$ cat src/design/nsfe_pkg.sv
`default_nettype none

package nsfe_pkg;

  // Byte codes that steer the parser.
  localparam logic [7:0] CHAR_NUL    = 8'h00;
  localparam logic [7:0] CHAR_DOLLAR = 8'h24;
  localparam logic [7:0] CHAR_COMMA  = 8'h2C;
  localparam logic [7:0] CHAR_C      = 8'h43;
  localparam logic [7:0] CHAR_S      = 8'h53;
  localparam logic [7:0] CHAR_A      = 8'h41;

  // Sentence kinds.
  localparam logic [1:0] KIND_NONE = 2'd0;
  localparam logic [1:0] KIND_RMC  = 2'd1;
  localparam logic [1:0] KIND_GGA  = 2'd2;
  localparam logic [1:0] KIND_SKIP = 2'd3;

  // Comma counter limits.
  localparam int unsigned COMMA_W = 5;
  localparam logic [COMMA_W-1:0] COMMA_MAX       = 5'd31;
  localparam logic [COMMA_W-1:0] COMMA_AFTER_NUL = 5'd25;

  // Field codes of the captured fields.
  localparam logic [2:0] FLD_TIME = 3'd0;
  localparam logic [2:0] FLD_LAT  = 3'd1;
  localparam logic [2:0] FLD_LON  = 3'd2;
  localparam logic [2:0] FLD_SATS = 3'd3;
  localparam logic [2:0] FLD_ALT  = 3'd4;
  localparam logic [2:0] FLD_SPD  = 3'd5;
  localparam logic [2:0] FLD_CRS  = 3'd6;

  // One result item plus its valid flag.
  typedef struct packed {
    logic       valid;
    logic [2:0] field_code;
    logic [3:0] char_position;
    logic [7:0] char_value;
  } result_t;

  // Field selection: bit 3 says the field is captured, bits 2:0 give its code.
  function automatic logic [3:0] select_field(input logic [1:0] kind,
                                              input logic [COMMA_W-1:0] commas);
    logic [3:0] sel;
    sel = 4'b0000;
    if (kind == KIND_GGA) begin
      unique case (commas)
        5'd1:    sel = {1'b1, FLD_TIME};
        5'd2:    sel = {1'b1, FLD_LAT};
        5'd4:    sel = {1'b1, FLD_LON};
        5'd7:    sel = {1'b1, FLD_SATS};
        5'd9:    sel = {1'b1, FLD_ALT};
        default: sel = 4'b0000;
      endcase
    end else if (kind == KIND_RMC) begin
      unique case (commas)
        5'd7:    sel = {1'b1, FLD_SPD};
        5'd8:    sel = {1'b1, FLD_CRS};
        default: sel = 4'b0000;
      endcase
    end
    return sel;
  endfunction

endpackage

`default_nettype wire

$ cat src/design/nsfe_parser.sv
`default_nettype none

module nsfe_parser #(
  parameter int unsigned MAX_FIELD_LEN = 16
) (
  input  wire logic              clk,
  input  wire logic              rst_n,
  input  wire logic              step,
  input  wire logic [7:0]        rx_char,
  output nsfe_pkg::result_t      result
);

  localparam int unsigned POS_W = $clog2(MAX_FIELD_LEN + 1);
  localparam int unsigned EXT_W = (POS_W > 4) ? POS_W : 4;

  logic [nsfe_pkg::COMMA_W-1:0] comma_count_r, comma_count_nxt;
  logic [1:0]                   kind_r, kind_nxt;
  logic [POS_W-1:0]             field_pos_r, field_pos_nxt;
  logic [3:0]                   sel;
  logic [EXT_W-1:0]             pos_ext;
  logic                         room;

  assign sel     = nsfe_pkg::select_field(kind_r, comma_count_r);
  assign pos_ext = EXT_W'(field_pos_r);
  assign room    = (field_pos_r < POS_W'(MAX_FIELD_LEN));

  // Decode one byte into the next state and an optional result item.
  always_comb begin
    comma_count_nxt      = comma_count_r;
    kind_nxt             = kind_r;
    field_pos_nxt        = field_pos_r;
    result.valid         = 1'b0;
    result.field_code    = sel[2:0];
    result.char_position = pos_ext[3:0];
    result.char_value    = rx_char;
    if (rx_char == nsfe_pkg::CHAR_NUL) begin
      comma_count_nxt = nsfe_pkg::COMMA_AFTER_NUL;
      kind_nxt        = nsfe_pkg::KIND_NONE;
    end else if (rx_char == nsfe_pkg::CHAR_DOLLAR) begin
      comma_count_nxt = '0;
      kind_nxt        = nsfe_pkg::KIND_NONE;
    end else if (rx_char == nsfe_pkg::CHAR_COMMA) begin
      if (comma_count_r != nsfe_pkg::COMMA_MAX) begin
        comma_count_nxt = comma_count_r + 1'b1;
      end
      field_pos_nxt = '0;
    end else if (comma_count_r == '0) begin
      // Sentence identifier: classify by its letters.
      if (rx_char == nsfe_pkg::CHAR_C) begin
        kind_nxt = nsfe_pkg::KIND_RMC;
      end else if (rx_char == nsfe_pkg::CHAR_S) begin
        kind_nxt = nsfe_pkg::KIND_SKIP;
      end else if (rx_char == nsfe_pkg::CHAR_A && kind_r != nsfe_pkg::KIND_SKIP) begin
        kind_nxt = nsfe_pkg::KIND_GGA;
      end
    end else if (sel[3] && room) begin
      result.valid  = 1'b1;
      field_pos_nxt = field_pos_r + 1'b1;
    end
    result.valid = result.valid & step;
  end

  // Parser state advances on every accepted item.
  always_ff @(posedge clk) begin
    if (!rst_n) begin
      comma_count_r <= '0;
      kind_r        <= nsfe_pkg::KIND_NONE;
      field_pos_r   <= '0;
    end else if (step) begin
      comma_count_r <= comma_count_nxt;
      kind_r        <= kind_nxt;
      field_pos_r   <= field_pos_nxt;
    end
  end

endmodule

`default_nettype wire

$ cat src/design/nmea_sentence_field_extractor_unit.sv
`default_nettype none

// Channel   Direction  tdata fields (low bit up)                     Items
// in_*      input      rx_char[7:0]                                  one byte each
// out_*     output     field_code[2:0], char_position[6:3],          zero or one
//                      char_value[14:7], zero[15]                    per input item
//
// One item is accepted per cycle while the skid entry is empty; its result is registered.
// The parser state and the decode sit between the input handshake and an
// output register backed by one skid entry, so input stalls only when both hold.
// Reset is synchronous and active low; it clears the parser state and both
// valid flags.
module nmea_sentence_field_extractor_unit #(
  parameter int unsigned MAX_FIELD_LEN = 16
) (
  input  wire logic        clk,
  input  wire logic        rst_n,
  input  wire logic        in_tvalid,
  output logic             in_tready,
  input  wire logic [7:0]  in_tdata,   // rx_char[7:0]
  output logic             out_tvalid,
  input  wire logic        out_tready,
  output logic [15:0]      out_tdata   // field_code[2:0], char_position[6:3],
                                       // char_value[14:7], zero[15]
);

  nsfe_pkg::result_t res;
  nsfe_pkg::result_t out_r, skid_r;
  logic              out_valid_r, skid_valid_r;
  logic              accept, pop;

  assign in_tready = ~skid_valid_r;
  assign accept    = in_tvalid & in_tready;
  assign pop       = out_valid_r & out_tready;

  nsfe_parser #(
    .MAX_FIELD_LEN(MAX_FIELD_LEN)
  ) u_parser (
    .clk     (clk),
    .rst_n   (rst_n),
    .step    (accept),
    .rx_char (in_tdata),
    .result  (res)
  );

  // Output register with one skid entry behind it.
  always_ff @(posedge clk) begin
    if (!rst_n) begin
      out_valid_r  <= 1'b0;
      skid_valid_r <= 1'b0;
    end else if (skid_valid_r) begin
      if (pop) begin
        out_r        <= skid_r;
        skid_valid_r <= 1'b0;
      end
    end else if (res.valid) begin
      if (!out_valid_r || pop) begin
        out_r       <= res;
        out_valid_r <= 1'b1;
      end else begin
        skid_r       <= res;
        skid_valid_r <= 1'b1;
      end
    end else if (pop) begin
      out_valid_r <= 1'b0;
    end
  end

  assign out_tvalid = out_valid_r;
  assign out_tdata  = {1'b0, out_r.char_value, out_r.char_position, out_r.field_code};

endmodule

`default_nettype wire

$ cat config.mk
export PLATFORM = sky130hd
export DESIGN_NAME = nmea_sentence_field_extractor_unit
export DESIGN_NICKNAME = d
export VERILOG_FILES = /design/src/design/nsfe_pkg.sv /design/src/design/nsfe_parser.sv /design/src/design/nmea_sentence_field_extractor_unit.sv
export SDC_FILE = /design/constraint.sdc
export NUM_CORES = 1
export LEC_CHECK = 0
export ABC_AREA = 1
export BUFFER_PORTS_ARGS = -buffer_cell sky130_fd_sc_hd__buf_2
export CAP_MARGIN = 20
export CORE_MARGIN = 5
export CORE_UTILIZATION = 50
export CTS_CLUSTER_SIZE = 20
export DETAILED_ROUTE_END_ITERATION = 7
export GPL_TIMING_DRIVEN = 0
export PLACE_DENSITY = 0.73
export SYNTH_ARGS = -nofsm -noshare
export SYNTH_HDL_FRONTEND = slang
export SYNTH_SLANG_ARGS = --single-unit
$ cat constraint.sdc
create_clock -name clk -period 5.3 [get_ports clk]
set_clock_uncertainty 0.05 [all_clocks]
set_input_delay 1.06 -clock clk [delete_from_list [all_inputs] [get_ports clk]]
set_output_delay 1.06 -clock clk [all_outputs]
set_load 0.03 [all_outputs]
# Word level (Yosys, flattened, before mapping)
# Index checks and enable logic that the tools add are counted.
# W data, S select, Z words.
dict set report totals {
  wordCells 94
  input_bits 12
  output_inout_bits 18
  reg_bits 44
}
dict set report op_classes {
  eq_ne 19
  muxes 34
  n_addsub 2
  order_cmp 1
  bitwise 7
  reduce_logical 20
}
# operator n
set op_table {}
lappend op_table {{$mux W15} 4}
lappend op_table {{$mux W5} 7}
lappend op_table {{$eq A8 B7 Y1 const B} 3}
lappend op_table {{$pmux W4 S5} 1}
lappend op_table {{$eq A8 B6 Y1 const B} 2}
lappend op_table {{$mux W2} 7}
lappend op_table {{$mux W1} 12}
lappend op_table {{$reduce_and A4 Y1} 3}
lappend op_table {{$add A5 B1 Y5 const B} 2}
lappend op_table {{$eq A5 B3 Y1 const B} 2}
lappend op_table {{$eq A5 B4 Y1 const B} 2}
lappend op_table {{$reduce_bool A3 Y1} 3}
lappend op_table {{$logic_not A8 Y1} 1}
lappend op_table {{$mux W4} 2}
lappend op_table {{$pmux W4 S2} 1}
lappend op_table {{$reduce_bool A2 Y1} 4}
lappend op_table {{$ne A2 B1 Y1 const B} 3}
lappend op_table {{$reduce_and A3 Y1} 2}
lappend op_table {{$eq A5 B1 Y1 const B} 1}
lappend op_table {{$eq A5 B2 Y1 const B} 1}
lappend op_table {{$logic_not A5 Y1} 1}
lappend op_table {{$lt A5 B5 Y1 const B} 1}
lappend op_table {{$ne A5 B5 Y1 const B} 1}
lappend op_table {{$reduce_and A5 Y1} 1}
lappend op_table {{10 further kinds} 16}

# Logic depth before layout (Yosys ltp)
# Gate-level depths: netlist (run 1).
dict set report depth {
  word_depth 13
  mapped_depth 12
  ltp_nobuf 12
}

# Modules after synthesis
# A second synthesis (run 1) with hierarchy kept.
dict set report unflattened {
  hier_cells 259
  area_unflattened_um2 2399.8
}
# module area_per_inst_um2 cells_each instances seq_area_each_um2
set by_module_without_submodules {}
lappend by_module_without_submodules {nmea_sentence_field_extractor_unit 1317.5 103 1 940.9}
lappend by_module_without_submodules {nsfe_parser 1082.3 156 1 240.2}

# Least setup slack after synthesis (run 1)
# No wires, ideal clock.
dict set report synth_path {
  path_type {in2reg}
  from {input port in_tdata[6]}
  to {register skid_r[0] (netlist bit) (enable)}
  t_arrival_ns 2.750
  setup_ns 0.406
  path_buffers 0
  required_time_ns 4.844
  path_slack_ns 2.094
  cell_stages 8
  cell_sequence {inv_1 > nand2_1 > nor2_2 > nand2_2 > nand2_4 > nor2_8 > nand4_2 > nor3_1}
}
dict set report synth_via {
  elab_chain_cells 6
  elab_cells_between_ends 8
  cone_classes {2 x eq/ne; 3 x mux; 1 x bitwise; 2 x reduce/logical}
}
# item line
set synth_rtl {}
lappend synth_rtl {{from (decl)} nmea_sentence_field_extractor_unit.sv:20} ;# input wire logic [7:0] in_tdata,
lappend synth_rtl {{$eq A8 B6 Y1} nsfe_parser.sv:42} ;# end else if (rx_char == nsfe_pkg::CHAR_COMMA) begin
lappend synth_rtl {{$mux W1} nsfe_parser.sv:42}
lappend synth_rtl {{$mux W1} nsfe_parser.sv:39} ;# end else if (rx_char == nsfe_pkg::CHAR_DOLLAR) begin
lappend synth_rtl {{$mux W1 (*)} nsfe_parser.sv:36} ;# if (rx_char == nsfe_pkg::CHAR_NUL) begin
lappend synth_rtl {{$and A1 B1 Y1 (*)} nsfe_parser.sv:60} ;# result.valid = result.valid & step;
lappend synth_rtl {{$reduce_and A4 Y1 (no source line) (*)} n/a}
lappend synth_rtl {{to (signal assigned)} nmea_sentence_field_extractor_unit.sv:61} ;# skid_r <= res;
lappend synth_rtl {{to (decl)} nmea_sentence_field_extractor_unit.sv:28} ;# nsfe_pkg::result_t out_r, skid_r;
# Every way passes the cells marked *; elsewhere a longest branch is shown, timed or not.
# A chain may end at the register's enable or synchronous reset.

# Worst setup path in the final report (run 1)
dict set report layout_path {
  from {input port in_tdata[7]}
  to {register out_r (netlist bit out_tdata[0]) (enable)}
}
dict set report layout_via {
  elab_chain_cells 7
  elab_cells_between_ends 9
  cone_classes {2 x eq/ne; 3 x mux; 1 x bitwise; 3 x reduce/logical}
}
# item line
set layout_rtl {}
lappend layout_rtl {{$eq A8 B6 Y1} nsfe_parser.sv:42}
lappend layout_rtl {{$mux W1} nsfe_parser.sv:42}
lappend layout_rtl {{$mux W1} nsfe_parser.sv:39}
lappend layout_rtl {{$mux W1 (*)} nsfe_parser.sv:36}
lappend layout_rtl {{$and A1 B1 Y1 (*)} nsfe_parser.sv:60}
lappend layout_rtl {{$reduce_bool A2 Y1 (no source line) (*)} n/a}
lappend layout_rtl {{$reduce_and A4 Y1 (no source line) (*)} n/a}
lappend layout_rtl {{to (signal assigned)} nmea_sentence_field_extractor_unit.sv:53} ;# out_r <= skid_r;
lappend layout_rtl {{to (signal assigned)} nmea_sentence_field_extractor_unit.sv:58} ;# out_r <= res;
lappend layout_rtl {{to (decl)} nmea_sentence_field_extractor_unit.sv:28}
# Marked as above.

==> results.toml, run 1 <==
[synth]
yosysUniqueCellTypes = 33
post-synth-top-area-cell = "sky130_fd_sc_hd__edfxtp_1"
synth_sequential_area_ratio_pct = 51.7
post-synth-top-area-fraction_pct = 39.5
syn_area_per_cell_sq_um = 8.82
synth_top_cells_by_area = "sky130_fd_sc_hd__edfxtp_1 (39%), sky130_fd_sc_hd__dfxtp_1 (12%), sky130_fd_sc_hd__nand2_1 (11%), sky130_fd_sc_hd__nor2_1 (5.3%), sky130_fd_sc_hd__nand3_1 (4.6%)"
postSynthNetCount = 277
synth_seq_cells = 44
area_of_the_mapped_netlist_sq_um = 2280
yosys_warnings = 0
postSynthCellCount = 259

[outcome]
outcome = "finished clean"

[run]
cap_viol_max_count = 0

[worst_setup_path]
path_max_fanout = 10
worst-endpoint-arrival_ns = 2.70
worstReg2RegStart = "u_parser.comma_count_r[0]"
crit_path_start = "in_tdata[7]"
timing.critical_path.from_type = "input port"
setup.worst_path.end_class = "register"
path_class = "input port to register"
cp_data_required_time_ns = 5.26

[cells_and_area]
layout.area.seq_sq_um = 1180
post_route_cells_drive_above_1_share_pct = 24.7
layout_commonest_cell = "sky130_fd_sc_hd__nand2_1"
final_cell_mix = "sky130_fd_sc_hd__nand2_1 (65), sky130_fd_sc_hd__nor2_1 (32), sky130_fd_sc_hd__edfxtp_1 (30)"
final_core_util_pct = 59.9
fillers = 380
nNetsFinal = 313
multiInputGateArea_sq_um = 970
antenna_cells = 0
syn2layout_area_growth_pct = 15.0

[timing]
timing.fmax_ghz = 0.366
setup_tns_ns = 0
period_needed_ns = 2.74
setup_violations = 0
final_min_period_over_clock_period_pct = 51.6
whs_ns = 0.461
slew_headroom_pct = 65.8
rsz_0062_raised_after_global_routing = "false"
finalHoldViolCount = 0
finalMaxSlewViolations = 0
transition_at_the_pin_with_the_smallest_max_transition_slack_ns = 0.512

[global_routing]
grt_pass1_wl_um = 7440
globalRouteTotalUtil_pct = 14.9
grt_max_degree = 16
grt_antenna_before_repair = 0
first_global_vias = 1658
grt_remaining_overflow = 0

[clock_tree]
number_of_post_cts_setup_repair_buffers = 0
worst_case_clock_buffer_depth = 2
holdBufCountCts = 0
cts-htree-levels = 2
tritoncts_clock_tree = "yes"
cts_root_buf = "sky130_fd_sc_hd__clkbuf_8"
ctsResizeCount = 0
cts_clk_pin_slew_worst_paths_ns = 0.09
tritoncts.num_buffers = 5
cts_sinks = 44
clkLatencyLatePin_ns = 0.30

[worst_hold_path]
hold_path_startpoint = "u_parser.kind_r[0]"
worst_hold_path_type = "register to register"

[placed_design]
globalplace.congestion = 0.829
port-buffer-count = 27
dp.final_hpwl_um = 3180

[floorplanning]
fp.dieArea_sq_um = 6020
std_cell_rows = 24
die_x_um = 77.6
floorplan.core_area_sq_um = 4380
floorplan.io_pins = 30
chipHeight_um = 77.6
initial_utilization_pct = 52.1

[detailed_routing]
drtPass1Iterations = 4
drc = 0
wl_per_cell_um = 12.0
wirelength_um = 4190
detailroute.via_count = 1719
first_iter_violations = 90
final_ant_viol_nets = 0
viasPerCell = 4.94

[pwr]
power.ir.vdd_worst_v = 0.000106
power.leakage_uw = 0.00114
power_per_cell_area_nw_per_um2 = 249
total_power_uw = 654
[power by group]
part           switching [uW]  internal, uW  leakage, uW
Clock                     120           142    0.0000548
Combinational            18.4          8.86     0.000705
Sequential              0.377           364     0.000384
[synthesized netlist by cell type, drive strengths merged]
master,count
a21oi,7
and2,1
and3,1
buf,3
clkbuf,3
clkinv,1
conb,1
dfxtp,14
edfxtp,30
ha,6
inv,26
nand2,74
nand3,23
nand3b,1
nand4,5
nor2,40
nor3,1
o21ai,17
o31ai,1
xnor2,1
xor2,3
[per-stage QoR]
step                      worst slack (ns)  instances  cell area (sq um)
final                                 2.56        348               2630
after global routing                  2.38        348               2630
after CTS                             2.20        347               2620
after detailed placement              1.88        339               2500
after global placement                1.52        338               2480
after floorplan                       2.09        259               2280
[final cells by class]
type / instances / share of cell area, %
tap: 52 / 2.48
buffer: 6 / 1.33
sequential: 44 / 45.0
multi-input combinational: 182 / 36.9
inverter: 27 / 3.91
timing repair buffer: 29 / 6.00
clock inverter: 3 / 1.76
clock buffer: 5 / 2.62
[metal layers]
layer / global-route usage, % / part of all wire (%) / wire (um)
met4: 5.15 / 1.5 / 63
met2: 24.8 / 48 / 2010
met3: 3.59 / 3.8 / 160
met5: 0 / 0 / 0
met1: 19.0 / 47 / 1960
[state kept, by name, indices dropped and copies added, names as in the netlist]
| register | cells |
|---|---|
| skid_r | 15 |
| u_parser.kind_r | 2 |
| out_tdata | 15 |
| u_parser.comma_count_r | 5 |
| out_tvalid | 1 |
| u_parser.field_pos_r | 5 |
| skid_valid_r | 1 |
[cell families after synthesis]
group / count (synthesis) / share of synthesized area (%)
DFF: 44 / 51.7
xor gates and xnor gates: 4 / 1.53
buffers and inverters: 33 / 6.03
adders and majority gates: 6 / 3.29
AOI/OAI and AO/OA: 25 / 5.59
and+or+nand+nor: 146 / 31.7
other: 1 / 0.164
[final timing paths]
check                           depth (start not counted)                 end  slack, ns
worst max register to register                         12        out_tdata[0]       2.89
worst max-delay path                                   12        out_tdata[0]       2.56
worst min register to register                          2  u_parser.kind_r[0]       0.46
worst min-delay path                                    2  u_parser.kind_r[0]       0.46
[worst max-delay path, stage by stage]
cell and delay, ns:
sky130_fd_sc_hd__buf_2 0.11, sky130_fd_sc_hd__inv_2 0.05, sky130_fd_sc_hd__nand2_1 0.09, sky130_fd_sc_hd__nor2_2 0.06, sky130_fd_sc_hd__nand2_2 0.12, sky130_fd_sc_hd__nand2_4 0.10
sky130_fd_sc_hd__nor2_8 0.17, sky130_fd_sc_hd__nand4_2 0.15, sky130_fd_sc_hd__nand2_1 0.08, sky130_fd_sc_hd__nand2_1 0.07, sky130_fd_sc_hd__nor2_1 0.41, sky130_fd_sc_hd__buf_6 0.22
Power figures use the tool's default switching activity.
==> run 2, diff against run 1 <==
--- a/config.mk
+++ b/config.mk
@@ -13,7 +13,7 @@
 export CTS_CLUSTER_SIZE = 20
 export DETAILED_ROUTE_END_ITERATION = 7
 export GPL_TIMING_DRIVEN = 0
-export PLACE_DENSITY = 0.73
+export PLACE_DENSITY = 0.75
 export SYNTH_ARGS = -nofsm -noshare
 export SYNTH_HDL_FRONTEND = slang
 export SYNTH_SLANG_ARGS = --single-unit
==> constraint.sdc (replaced) <==
create_clock -name clk -period 2.3 [get_ports clk]
set_clock_uncertainty 0.05 [all_clocks]
set_input_delay 0.46 -clock clk [delete_from_list [all_inputs] [get_ports clk]]
set_output_delay 0.46 -clock clk [all_outputs]
set_load 0.03 [all_outputs]
==> run 2 against run 1 <==
Die area is the same. Global-route usage up 0.33 points. Sequential power is 130% higher. Critical path depth unchanged. Power increased by 130%. Hold slack got worse by 0.13 ns. Utilization grew 0.54 points. Register-to-register slack got worse by 2.7 ns. Clock-buffer cell count is 1 higher. Clock power is 120% higher. Critical path type is now register to register.
==> results.toml, run 2 (synthesis results as in run 1) <==
[worst_setup_path]
setup.worst_path.end_class = "register"
cp_data_required_time_ns = 2.26
critPathMaxStageDelay_ns = 0.35
path_max_fanout = 15
crit_family = "simple AND/OR/NAND/NOR gates"
worst-endpoint-arrival_ns = 2.06
worstPathBufferInverterCount = 3
timing.critical_path.from_type = "register"
crit_chain = "inv_2, ha_1, inv_1, nor2_1, nand3_1, and2_4, nand2_4, nand4_2, nand2_1, nand2_1, nor2_4, buf_12"
slowest_cell_on_the_critical_path = "sky130_fd_sc_hd__dfxtp_1"
path_class = "register to register"
worst_path_most_repeated_cell = "sky130_fd_sc_hd__nand2_1"

[placed_design]
dp.final_hpwl_um = 3270
port-buffer-count = 27
dpl_cell_area_sq_um = 2490
globalplace.congestion = 0.844

[timing]
finalMaxSlewViolations = 0
timing.fmax_ghz = 0.476
final_min_period_over_clock_period_pct = 91.3
setup_violations = 0
period_needed_ns = 2.10
finalHoldViolCount = 0

[detailed_routing]
viasPerCell = 5.11
drtPass1Iterations = 4
first_iter_violations = 84
wl_per_cell_um = 12.2
final_ant_viol_nets = 0
wirelength_um = 4250
drc = 0
detailroute.via_count = 1779

[clock_tree]
tritoncts.num_buffers = 5
worst_case_clock_buffer_depth = 2
tritoncts_clock_tree = "yes"
cts-htree-levels = 2
cts_root_buf = "sky130_fd_sc_hd__clkbuf_8"
cts_sinks = 44
clkLatencyLatePin_ns = 0.29
cts_clk_pin_slew_worst_paths_ns = 0.08

[pwr]
power_per_cell_area_nw_per_um2 = 560
power.ir.vdd_worst_v = 0.000336
power.leakage_uw = 0.00116

[cells_and_area]
nNetsFinal = 313
syn2layout_area_growth_pct = 16.1
post_route_cells_drive_above_1_share_pct = 25.0
post-route-cell-area_sq_um = 2650
final_core_util_pct = 60.4
antenna_cells = 0
layout_commonest_cell = "sky130_fd_sc_hd__nand2_1"
final_cell_mix = "sky130_fd_sc_hd__nand2_1 (65), sky130_fd_sc_hd__nor2_1 (31), sky130_fd_sc_hd__edfxtp_1 (30)"

[worst_hold_path]
worst_hold_path_type = "input port to register"

[global_routing]
grt_pass1_wl_um = 7660
first_global_vias = 1742
grt_max_degree = 16
globalRouteTotalUtil_pct = 15.3
grt_remaining_overflow = 0
grt_antenna_before_repair = 0

[run]
cap_viol_max_count = 0

[floorplanning]
std_cell_rows = 24
chipHeight_um = 77.6
fp.dieArea_sq_um = 6020
initial_utilization_pct = 52.1
die_x_um = 77.6
floorplan.io_pins = 30
floorplan.core_area_sq_um = 4380

[outcome]
outcome = "finished clean"
[run 2: power by group]
group          internal (uW)  leakage, uW  switching (uW)  total [uW]
combinational           20.4     0.000716            43.3        63.7
sequential               839     0.000384           0.942         840
clock                    322    0.0000552             258         581
total                   1180      0.00116             303        1480
[run 2: per-stage QoR]
stage	setup TNS, ns	total power [uW]	setup slack (ns)	hold slack, ns	cells
3_5_place_dp	-7.54	921	-0.315	0.450	338
2_1_floorplan	0	898	0.0816	0.428	259
3_3_place_gp	-6.19	919	-0.272	0.443	338
6_report	0	1480	0.199	0.331	348
5_1_grt	-0.0455	1530	-0.00427	0.329	348
4_1_cts	0	1490	0.000401	0.322	346
[run 2: per-layer routing]
metal,global-route usage [%],share of wire [%],vias up
li1,-,-,923
met1,18.6,44,819
met2,27.3,50,31
met3,3.13,4.5,6
met4,3.95,1.0,0
met5,0,0,-
[run 2: worst reg2reg max path, delay by kind of cell, from the launching register on]
family        cells  cell delay [ns]
simple gates      8             0.92
flops             1             0.35
buf+inv           3             0.30
fa+ha+maj         1             0.19
[run 2: final cells by class]
| class | instances | area (sq um) |
|---|---|---|
| Clock inverter | 2 | 35.0 |
| Inverter | 27 | 103 |
| Clock buffer | 6 | 72.6 |
| Sequential cell | 44 | 1180 |
| Fill cell | 377 | 1730 |
| Timing Repair Buffer | 29 | 175 |
| Tap cell | 52 | 65.1 |
| Buffer | 6 | 35.0 |
| Multi-Input combinational cell | 182 | 983 |
[run 2: final timing paths]
check,startpoint,cells past startpoint,slack (ns),end
min reg2reg,u_parser.kind_r[0],2,0.46,u_parser.kind_r[0]
min,in_tdata[3],1,0.33,skid_r[3]
max reg2reg,u_parser.comma_count_r[0],12,0.20,out_tdata[9]
max,u_parser.comma_count_r[0],12,0.20,out_tdata[9]
[run 2: what timing repair did]
| item | 4_1_cts | 5_1_grt |
|---|---|---|
| endpoints found under the hold margin | 0 | 0 |
| hold buffers | 0 | 0 |
| setup endpoints to repair | 30 | 30 |
| pin swaps | 0 | 1 |
| buffers inserted | 0 | 2 |
| resized for setup | 2 | 1 |
==> run 3, diff against run 2 <==
--- a/config.mk
+++ b/config.mk
@@ -7,13 +7,14 @@
 export LEC_CHECK = 0
 export ABC_AREA = 1
 export BUFFER_PORTS_ARGS = -buffer_cell sky130_fd_sc_hd__buf_2
-export CAP_MARGIN = 20
+export CORE_ASPECT_RATIO = 1.2
 export CORE_MARGIN = 5
 export CORE_UTILIZATION = 50
 export CTS_CLUSTER_SIZE = 20
 export DETAILED_ROUTE_END_ITERATION = 7
 export GPL_TIMING_DRIVEN = 0
 export PLACE_DENSITY = 0.75
+export SLEW_MARGIN = 20
 export SYNTH_ARGS = -nofsm -noshare
 export SYNTH_HDL_FRONTEND = slang
 export SYNTH_SLANG_ARGS = --single-unit
==> run 3 against run 2 <==
Sequential cell count stayed put. Setup slack worse by 0.026 ns. Die area is essentially flat. Power increased by 3.3%. Global-route usage grew 0.12 points. First-iteration DRC count grew 9.5%. Combinational power about the same. Final cell count is 2.0% higher. Wire length increased by 5.2%.
==> results.toml, run 3 (synthesis results as in run 1) <==
[global_routing]
grt_pass1_wl_um = 7390
grt_antenna_before_repair = 0
grt_max_degree = 16
globalRouteTotalUtil_pct = 15.4
grt_remaining_overflow = 0
first_global_vias = 1720

[worst_setup_path]
setup.worst_path.end_class = "register"
worstReg2RegEnd = "out_tdata[10]"
crit_path_start = "u_parser.comma_count_r[0]"
worst-endpoint-arrival_ns = 2.10
timing.critical_path.from_type = "register"
cp_data_required_time_ns = 2.27
path_max_fanout = 15
setup.worst_path.end = "out_tdata[10]"
path_class = "register to register"
worst_r2r_path_depth = 12
reg2reg_slack_ns = 0.17
worstReg2RegStart = "u_parser.comma_count_r[0]"

[floorplanning]
die_x_um = 71.7
floorplan.core_area_sq_um = 4490
floorplan.io_pins = 30
initial_utilization_pct = 50.8
std_cell_rows = 27
fp.dieArea_sq_um = 6020
chipHeight_um = 84.0

[cells_and_area]
antenna_cells = 0
post_route_cells_drive_above_1_share_pct = 25.6
syn2layout_area_growth_pct = 17.3
final_core_util_pct = 59.6
nNetsFinal = 314
final_cell_mix = "sky130_fd_sc_hd__nand2_1 (65), sky130_fd_sc_hd__nor2_1 (31), sky130_fd_sc_hd__edfxtp_1 (30)"
layout_commonest_cell = "sky130_fd_sc_hd__nand2_1"

[run]
cap_viol_max_count = 0

[pwr]
power.ir.vdd_worst_v = 0.000322
power_per_cell_area_nw_per_um2 = 572
power.leakage_uw = 0.00117

[clock_tree]
holdBufCountCts = 0
cts_root_buf = "sky130_fd_sc_hd__clkbuf_8"
cts-htree-levels = 2
tritoncts_clock_tree = "yes"
cts_sinks = 44
clkLatencyLatePin_ns = 0.30
cts_clk_pin_slew_worst_paths_ns = 0.08
tritoncts.num_buffers = 5
worst_case_clock_buffer_depth = 2

[detailed_routing]
wirelength_um = 4470
drc = 0
final_ant_viol_nets = 0
detailroute.via_count = 1787
wl_per_cell_um = 12.6
viasPerCell = 5.03
first_iter_violations = 92
drtPass1Iterations = 4

[placed_design]
placement_setup_slack_ns = -0.335
dp.final_hpwl_um = 3280
port-buffer-count = 27
globalplace.congestion = 0.868

[timing]
period_needed_ns = 2.13
setup_violations = 0
final_min_period_over_clock_period_pct = 92.5
finalMaxSlewViolations = 0
rsz_0062_raised_after_global_routing = "false"
timing.fmax_ghz = 0.470
slew_headroom_pct = 66.9
finalWorstSetupSlack_ns = 0.174
transition_at_the_pin_with_the_smallest_max_transition_slack_ns = 0.491
finalHoldViolCount = 0

[outcome]
outcome = "finished clean"

[worst_hold_path]
worst_hold_path_type = "input port to register"
==> run 3: power breakdown <==
part / switching, uW / internal [uW]
Combinational: 43.5 / 20.4
Clock: 274 / 355
Sequential: 0.935 / 839
Total: 318 / 1210
==> run 3: how the worst min path moves through the flow <==
stage	from	endpoint	slack (ns)	depth (start not counted)
2_1_floorplan	u_parser.kind_r[0]	u_parser.kind_r[0]	0.43	2
5_1_grt	in_tdata[7]	skid_r[7]	0.32	1
3_5_place_dp	u_parser.kind_r[0]	u_parser.kind_r[0]	0.45	2
6_report	in_tdata[7]	skid_r[7]	0.33	1
3_3_place_gp	u_parser.kind_r[0]	u_parser.kind_r[0]	0.45	2
4_1_cts	in_tdata[7]	skid_r[7]	0.32	1
==> run 3: area by class of cell <==
type	instances	area, sq um
Buffer	6	35.0
Clock inverter	2	38.8
Timing Repair Buffer	30	183
Tap cell	58	72.6
Inverter	27	103
Clock buffer	6	82.6
Fill cell	388	1810
Sequential cell	44	1180
Multi-Input combinational cell	182	983
==> run 3: metrics by stage <==
step	total power (uW)	cell area, sq um	hold slack (ns)	setup TNS, ns	instances
3_3_place_gp	919	2500	0.445	-6.41	344
3_5_place_dp	921	2500	0.453	-7.73	344
4_1_cts	1540	2660	0.321	0	354
6_report	1530	2680	0.326	0	355
5_1_grt	1570	2680	0.323	0	355
2_1_floorplan	898	2290	0.428	0	259
==> run 3: per-layer routing <==
| metal | up-vias | global-route usage (%) | part of all wire [%] |
|---|---|---|---|
| met1 | 832 | 17.2 | 41 |
| met3 | 9 | 2.53 | 3.3 |
| met5 | - | 0 | 0 |
| li1 | 919 | - | - |
| met2 | 27 | 27.4 | 53 |
| met4 | 0 | 7.86 | 2.7 |
==> run 3: what timing repair did <==
item | 4_1_cts | 5_1_grt
setup endpoints to repair | 30 | 15
gates resized for setup | 2 | 1
setup buffers | 2 | 1
pin swaps | 1 | 1
==> run 3: worst max-delay path, cell delays in order, from the launching register on <==
cell	delay [ns]
sky130_fd_sc_hd__dfxtp_1	0.35
sky130_fd_sc_hd__inv_2	0.09
sky130_fd_sc_hd__ha_1	0.19
sky130_fd_sc_hd__inv_1	0.05
sky130_fd_sc_hd__nor2_1	0.09
sky130_fd_sc_hd__nand3_1	0.12
sky130_fd_sc_hd__and2_4	0.17
sky130_fd_sc_hd__nand2_4	0.08
sky130_fd_sc_hd__nand4_2	0.13
sky130_fd_sc_hd__nand2_1	0.09
sky130_fd_sc_hd__nand2_1	0.11
sky130_fd_sc_hd__nor2_4	0.16
sky130_fd_sc_hd__buf_12	0.15
